## config.mk

```make
export PLATFORM = sky130hd
export DESIGN_NAME = dhks_ctrl
export DESIGN_NICKNAME = d
export VERILOG_FILES = /design/src/design/dhks_pkg.sv /design/src/design/dhks_ctrl.sv
export SDC_FILE = /design/constraint.sdc
export NUM_CORES = 1
export LEC_CHECK = 0
export BUFFER_PORTS_ARGS = -buffer_cell sky130_fd_sc_hd__buf_4
export CORE_MARGIN = 3
export CORE_UTILIZATION = 30
export DETAILED_ROUTE_END_ITERATION = 8
export SYNTH_ARGS = -nofsm -noshare
export SYNTH_HDL_FRONTEND = slang
export SYNTH_SLANG_ARGS = --single-unit
export TNS_END_PERCENT = 1
```

## constraint.sdc

```tcl
create_clock -name i_clk -period 1.9 [get_ports i_clk]
set_input_delay 0.095 -clock i_clk [delete_from_list [all_inputs] [get_ports i_clk]]
set_output_delay 0.095 -clock i_clk [all_outputs]
set_load 0.02 [all_outputs]
```

## src/design/dhks_pkg.sv

```systemverilog
// shared types and constants for the double-hashed key set
// no dependencies
package dhks_pkg;
    localparam int unsigned CapacityDef = 1024;
    localparam int unsigned SlotsDef = 2048;
    localparam int unsigned KeyW = 64;
    localparam int unsigned HashW = 32;
    localparam int unsigned IndexW = 10;

    typedef enum logic [1:0] {
        ACT_INSERT = 2'd0,
        ACT_REMOVE = 2'd1,
        ACT_LOOKUP = 2'd2,
        ACT_NONE   = 2'd3
    } t_action;

    // controller to datapath
    typedef struct packed {
        logic load;       // capture request, start probe at first slot
        logic probe_rd;   // read slot table at probe pointer
        logic entry_rd;   // read key/hash stores at slot entry
        logic advance;    // step probe pointer
        logic ins_wr;     // append captured key
        logic mv_rd;      // read last entry
        logic mv_wr;      // write last entry into freed index
        logic cnt_dec;    // entry count minus one
        logic clr_wr;     // clear slot table at clear pointer
        logic clr_start;  // reset clear pointer
        logic rb_start;   // start rebuild with e = count
        logic rb_rd;      // read hash of rebuild entry
        logic rb_load;    // start probe from rebuild hash
        logic rb_place;   // write rebuild entry into probe slot
        logic res_set;    // latch result
        logic res_hit;    // result: found
        logic res_full;   // result: dropped
    } t_cmd;

    // datapath to controller
    typedef struct packed {
        logic slot_used;
        logic match;
        logic full;
        logic probe_done;
        logic clr_done;
        logic rb_done;
        logic no_last;
    } t_sts;
endpackage

```

## src/design/dhks_ctrl.sv

```systemverilog
// controller state machine for the key set
// depends on dhks_pkg
module dhks_ctrl (
    input  logic              i_clk,
    input  logic              i_rst_n,
    input  logic              i_in_valid,
    output logic              o_in_ready,
    input  dhks_pkg::t_action i_action,
    output logic              o_out_valid,
    input  logic              i_out_ready,
    output dhks_pkg::t_cmd    o_cmd,
    input  dhks_pkg::t_sts    i_sts
);
    import dhks_pkg::*;

    typedef enum logic [11:0] {
        S_CLEAR = 12'b000000000001,
        S_IDLE  = 12'b000000000010,
        S_PRD   = 12'b000000000100,
        S_ERD   = 12'b000000001000,
        S_CMP   = 12'b000000010000,
        S_MVRD  = 12'b000000100000,
        S_MVWR  = 12'b000001000000,
        S_RCLR  = 12'b000010000000,
        S_RBRD  = 12'b000100000000,
        S_RBLD  = 12'b001000000000,
        S_RBPR  = 12'b010000000000,
        S_OUT   = 12'b100000000000
    } t_state;

    t_state r_state, n_state;
    t_action r_act;
    logic r_out_valid, n_out_valid;
    logic r_rb_wait, n_rb_wait;

    assign o_in_ready = r_state == S_IDLE && !r_out_valid;
    assign o_out_valid = r_out_valid;

    always_comb begin
        n_state = r_state;
        n_out_valid = r_out_valid;
        n_rb_wait = r_rb_wait;
        o_cmd = '0;
        if (r_out_valid && i_out_ready) begin
            n_out_valid = 1'b0;
        end
        case (r_state)
            S_CLEAR: begin
                o_cmd.clr_wr = 1'b1;
                if (i_sts.clr_done) begin
                    n_state = S_IDLE;
                end
            end
            S_IDLE: begin
                if (i_in_valid && o_in_ready) begin
                    if (i_action == ACT_NONE) begin
                        o_cmd.res_set = 1'b1;
                        n_out_valid = 1'b1;
                    end else begin
                        o_cmd.load = 1'b1;
                        n_state = S_PRD;
                    end
                end
            end
            S_PRD: n_state = S_ERD;  // slot read in flight
            S_ERD: begin
                if (!i_sts.slot_used) begin
                    o_cmd.res_set = 1'b1;
                    n_out_valid = 1'b1;
                    n_state = S_IDLE;
                    if (r_act == ACT_INSERT) begin
                        if (i_sts.full) begin
                            o_cmd.res_full = 1'b1;
                        end else begin
                            o_cmd.ins_wr = 1'b1;
                        end
                    end
                end else begin
                    o_cmd.entry_rd = 1'b1;
                    n_state = S_CMP;
                end
            end
            S_CMP: begin
                if (i_sts.match) begin
                    o_cmd.res_set = 1'b1;
                    o_cmd.res_hit = 1'b1;
                    n_out_valid = 1'b1;
                    n_state = (r_act == ACT_REMOVE) ? S_MVRD : S_IDLE;
                end else begin
                    o_cmd.advance = 1'b1;
                    n_state = S_PRD;
                end
            end
            S_MVRD: begin
                o_cmd.mv_rd = 1'b1;
                n_state = S_MVWR;
            end
            S_MVWR: begin
                o_cmd.mv_wr = 1'b1;
                o_cmd.cnt_dec = 1'b1;
                o_cmd.clr_start = 1'b1;
                n_state = S_RCLR;
            end
            S_RCLR: begin
                o_cmd.clr_wr = 1'b1;
                if (i_sts.clr_done) begin
                    o_cmd.rb_start = 1'b1;
                    n_state = S_RBRD;
                end
            end
            S_RBRD: begin
                if (i_sts.rb_done) begin
                    n_state = S_OUT;
                end else begin
                    o_cmd.rb_rd = 1'b1;
                    n_state = S_RBLD;
                end
            end
            S_RBLD: begin
                o_cmd.rb_load = 1'b1;
                n_rb_wait = 1'b1;
                n_state = S_RBPR;
            end
            S_RBPR: begin
                // with r_rb_wait set the slot read is in flight, with it clear the data is seen
                if (r_rb_wait) begin
                    n_rb_wait = 1'b0;
                end else if (i_sts.slot_used) begin
                    o_cmd.advance = 1'b1;
                    n_rb_wait = 1'b1;
                end else begin
                    o_cmd.rb_place = 1'b1;
                    n_state = S_RBRD;
                end
            end
            S_OUT: n_state = r_out_valid ? S_OUT : S_IDLE;
            default: n_state = S_IDLE;
        endcase
    end

    always_ff @(posedge i_clk) begin
        if (!i_rst_n) begin
            r_state <= S_CLEAR;
            r_out_valid <= 1'b0;
            r_rb_wait <= 1'b0;
            r_act <= ACT_NONE;
        end else begin
            r_state <= n_state;
            r_out_valid <= n_out_valid;
            r_rb_wait <= n_rb_wait;
            if (o_cmd.load) begin
                r_act <= i_action;
            end
        end
    end
endmodule

```

==> metrics.md <==
| Metric | Value |
|---|---|
| Num CTS Buffers | `3` |
| I/O pins | `32` |
| Clock latency on the worst-skew pair | `260 ps` |
| Via Count | `1200` |
| Routed len/inst | `14.18 um` |
| Mapped Area | `1127 um^2` |
| Slew Viols, Final | `0` |
| CP startpoint | `r_state[4]` |
| TritonRoute pass-1 iters | `4` |
| Design Area, Final | `1628 um^2` |
| Final Hold Fails | `0` |
| Sequential share of the synthesized area | `28.41%` |
| Hold_ws | `13.27 ps` |
| Min-delay src | `i_sts[1]` |
| Num Clock Sinks | `16` |
| Internal Power | `624.6 uW` |
| Worst Setup End Kind | `output port` |
| Failing checks | `negative setup slack` |
| Vias in the first global route | `1120` |
| Synthesized Nets | `155` |
| Vias per std cell | `5.150` |
| Finished Layout Cells | `233` |
| Worst hold endpoint | `r_state[9]` |
| Ys async rst share | `0%` |
| Total Power | `861.8 uW` |
| Setup crit start kind | `flip-flop` |
| Synth unique cells | `44` |
| Sequential Power Share | `41.2%` |
| Post-DRT Antenna Nets | `0` |
| Crit Reg-Reg Endpoint | `r_state[1]` |
| Core Area | `3468 um^2` |
| Gate power share | `22.4%` |
| Gpl congestion | `0.8418` |
| Fillcell total | `357` |
| Remaining global-route overflow | `0` |
| Max Buffers Root-to-Sink | `2` |
| CP required | `1800 ps` |
| Root buf cell | `clkbuf_8` |
| Mapped Cells | `142` |
| Hold path depth | `2` |
| Detailed-placement wirelength estimate | `2556 um` |
| Top_reg_cell synth | `dfxtp_1` |
| Mean Syn Cell Area | `7.939 um^2` |
| GRT Total Usage | `15.26%` |
| H-tree depth | `1` |
| Setup violators final | `7` |
| Synth Register Bits | `16` |
| Category of the most critical setup path | `reg -> out` |
| Clk pwr share | `36.4%` |
| Placed insts | `228` |
| Die Height | `67.30 um` |
| Rows | `21` |
| First-pass GRT wire length | `5195 um` |
| Crit path DAT | `1870 ps` |
| Fin worst setup slack | `-68.95 ps` |
| Max_cap viols | `0` |
| Initial antenna violation count | `0` |
| Fin util | `46.93%` |
| Peak supply drop | `0.1939 mV` |
| Reg-to-Reg Start | `r_state[11]` |
| EDFF count, synth | `0` |
| Sw power | `237.2 uW` |
| FMAX | `0.5079 GHz` |
| CTS tree | `built` |
| Post-place setup slack | `153.8 ps` |
| Die Footprint | `4529 um^2` |
| 1st-iter DRT viols | `76` |
| Post-layout nets | `201` |
| Power density over cell area | `529.4 nW/um^2` |
| Outcome | `finished, violations left` |
| Area grow syn2layout | `44.40%` |
| Reg clk slew, reported paths | `70 ps` |
| Post-Route WL | `3304 um` |
| Hold Crit Class | `in -> reg` |
| IO buf count | `28` |
| Switching Fraction | `27.52%` |
| Initial Util | `32.50%` |
| Leakage | `0.6831 nW` |
| RSZ-0062 raised after global routing | `yes` |
| DIE WIDTH | `67.30 um` |
| Warnings, synthesis | `0` |
| Reg2Reg Depth | `7` |
| Share of cells above drive strength 1 | `41.18%` |
| Placed inst area | `1499 um^2` |
| Setup TNS | `-265.4 ps` |
| Fin crit share | `103.6%` |
| Worst Path Max Fanout | `3` |
| ANT cells | `0` |
| Clk_skew | `2.593 ps` |
| Largest net degree at the start of global routing | `10` |
| Minimum clock period | `1969 ps` |
| Remaining DRCs | `0` |
| R2r setup slk | `190 ps` |
==> layer usage <==
metal  routed length, um  share of wire [%]  GRT usage [%]  up-vias
met5                   0                  0              0        -
met4                  36                1.1          4.557        0
met3                 173                5.2          2.829        4
met2                1577                 48          25.52       32
met1                1517                 46          19.82      561
li1                    -                  -              -      603
==> sequential cells by signal, summed over array words and instances (netlist names) <==
signal,cells
r_state,12
o_out_valid,1
r_act,2
r_rb_wait,1
==> power groups by stage <==
stage / Sequential [mW] / Combinational (mW) / Clock, mW
after floorplan: 0.356 / 0.109 / 0
after global placement: 0.362 / 0.179 / 0
after detailed placement: 0.362 / 0.182 / 0
after CTS: 0.355 / 0.187 / 0.320
after global routing: 0.356 / 0.210 / 0.339
final: 0.355 / 0.193 / 0.314
==> logic make-up (layout without fill, tap and decap cells) <==
family	after synthesis	in the layout	synth area share (%)
compound gates	25	25	15.87
simple gates	81	81	44.06
flops	16	16	28.41
buf+inv	14	59	7.435
other cells	1	1	0.3326
xor+xnor	5	5	3.885
==> cell usage after synthesis, drive strengths merged, types with 5 or more instances <==
cell     n  area (um^2)
dfxtp   16        320.3
nand3    7        52.55
nor4     8        86.33
nor3    10        50.05
inv      5        18.77
nor2    17        63.81
nand2    9        33.78
o21ai    9        56.31
nand4    6        37.54
buf      8        61.30
nand2b   5        31.28
==> worst max-delay path, cell delays in order (launching register included) <==
cell     delay, ps
dfxtp_2        330
or4_4          550
nor2_2         100
nand4_1        190
nor4b_2        270
buf_4          180
==> what timing repair did <==
| action | 4_1_cts | 5_1_grt |
|---|---|---|
| setup endpoints to repair | 8 | 14 |
| pin swaps | 2 | 3 |
| setup buffers | 0 | 1 |
| resized for setup | 7 | 10 |
| hold buffers | 0 | 0 |
==> layout make-up <==
| cell class | count | area [um^2] | share of cell area (%) |
|---|---|---|---|
| multi-input combinational | 112 | 789.5 | 48.50 |
| timing repair buffer | 50 | 382.9 | 23.52 |
| sequential | 16 | 324.1 | 19.91 |
| tap | 46 | 57.56 | 3.536 |
| clock buffer | 4 | 55.05 | 3.382 |
| inverter | 5 | 18.77 | 1.153 |
==> worst max-delay path by stage <==
stage	to	cells after the start
after floorplan	o_cmd[10]	6
after global placement	o_cmd[0]	5
after detailed placement	o_cmd[0]	5
after CTS	o_cmd[0]	5
after global routing	o_cmd[10]	6
final	o_cmd[0]	5
==> layout by cell type, fill, tap and decap left out, drive strengths merged <==
cell / n
a21bo: 1
a21boi: 1
a21oi: 4
a311oi: 1
and2: 2
and3: 4
buf: 50
clkbuf: 4
conb: 1
dfxtp: 16
inv: 5
nand2: 9
nand2b: 5
nand3: 7
nand3b: 1
nand4: 6
nor2: 17
nor2b: 4
nor3: 10
nor3b: 2
nor4: 8
nor4b: 2
nor4bb: 1
o211a: 1
o211ai: 3
o21a: 2
o21ai: 9
o22ai: 1
o311ai: 1
o31a: 1
or2: 1
or3b: 1
or4: 1
xnor2: 3
xor2: 2
Power figures use the tool's default switching activity.
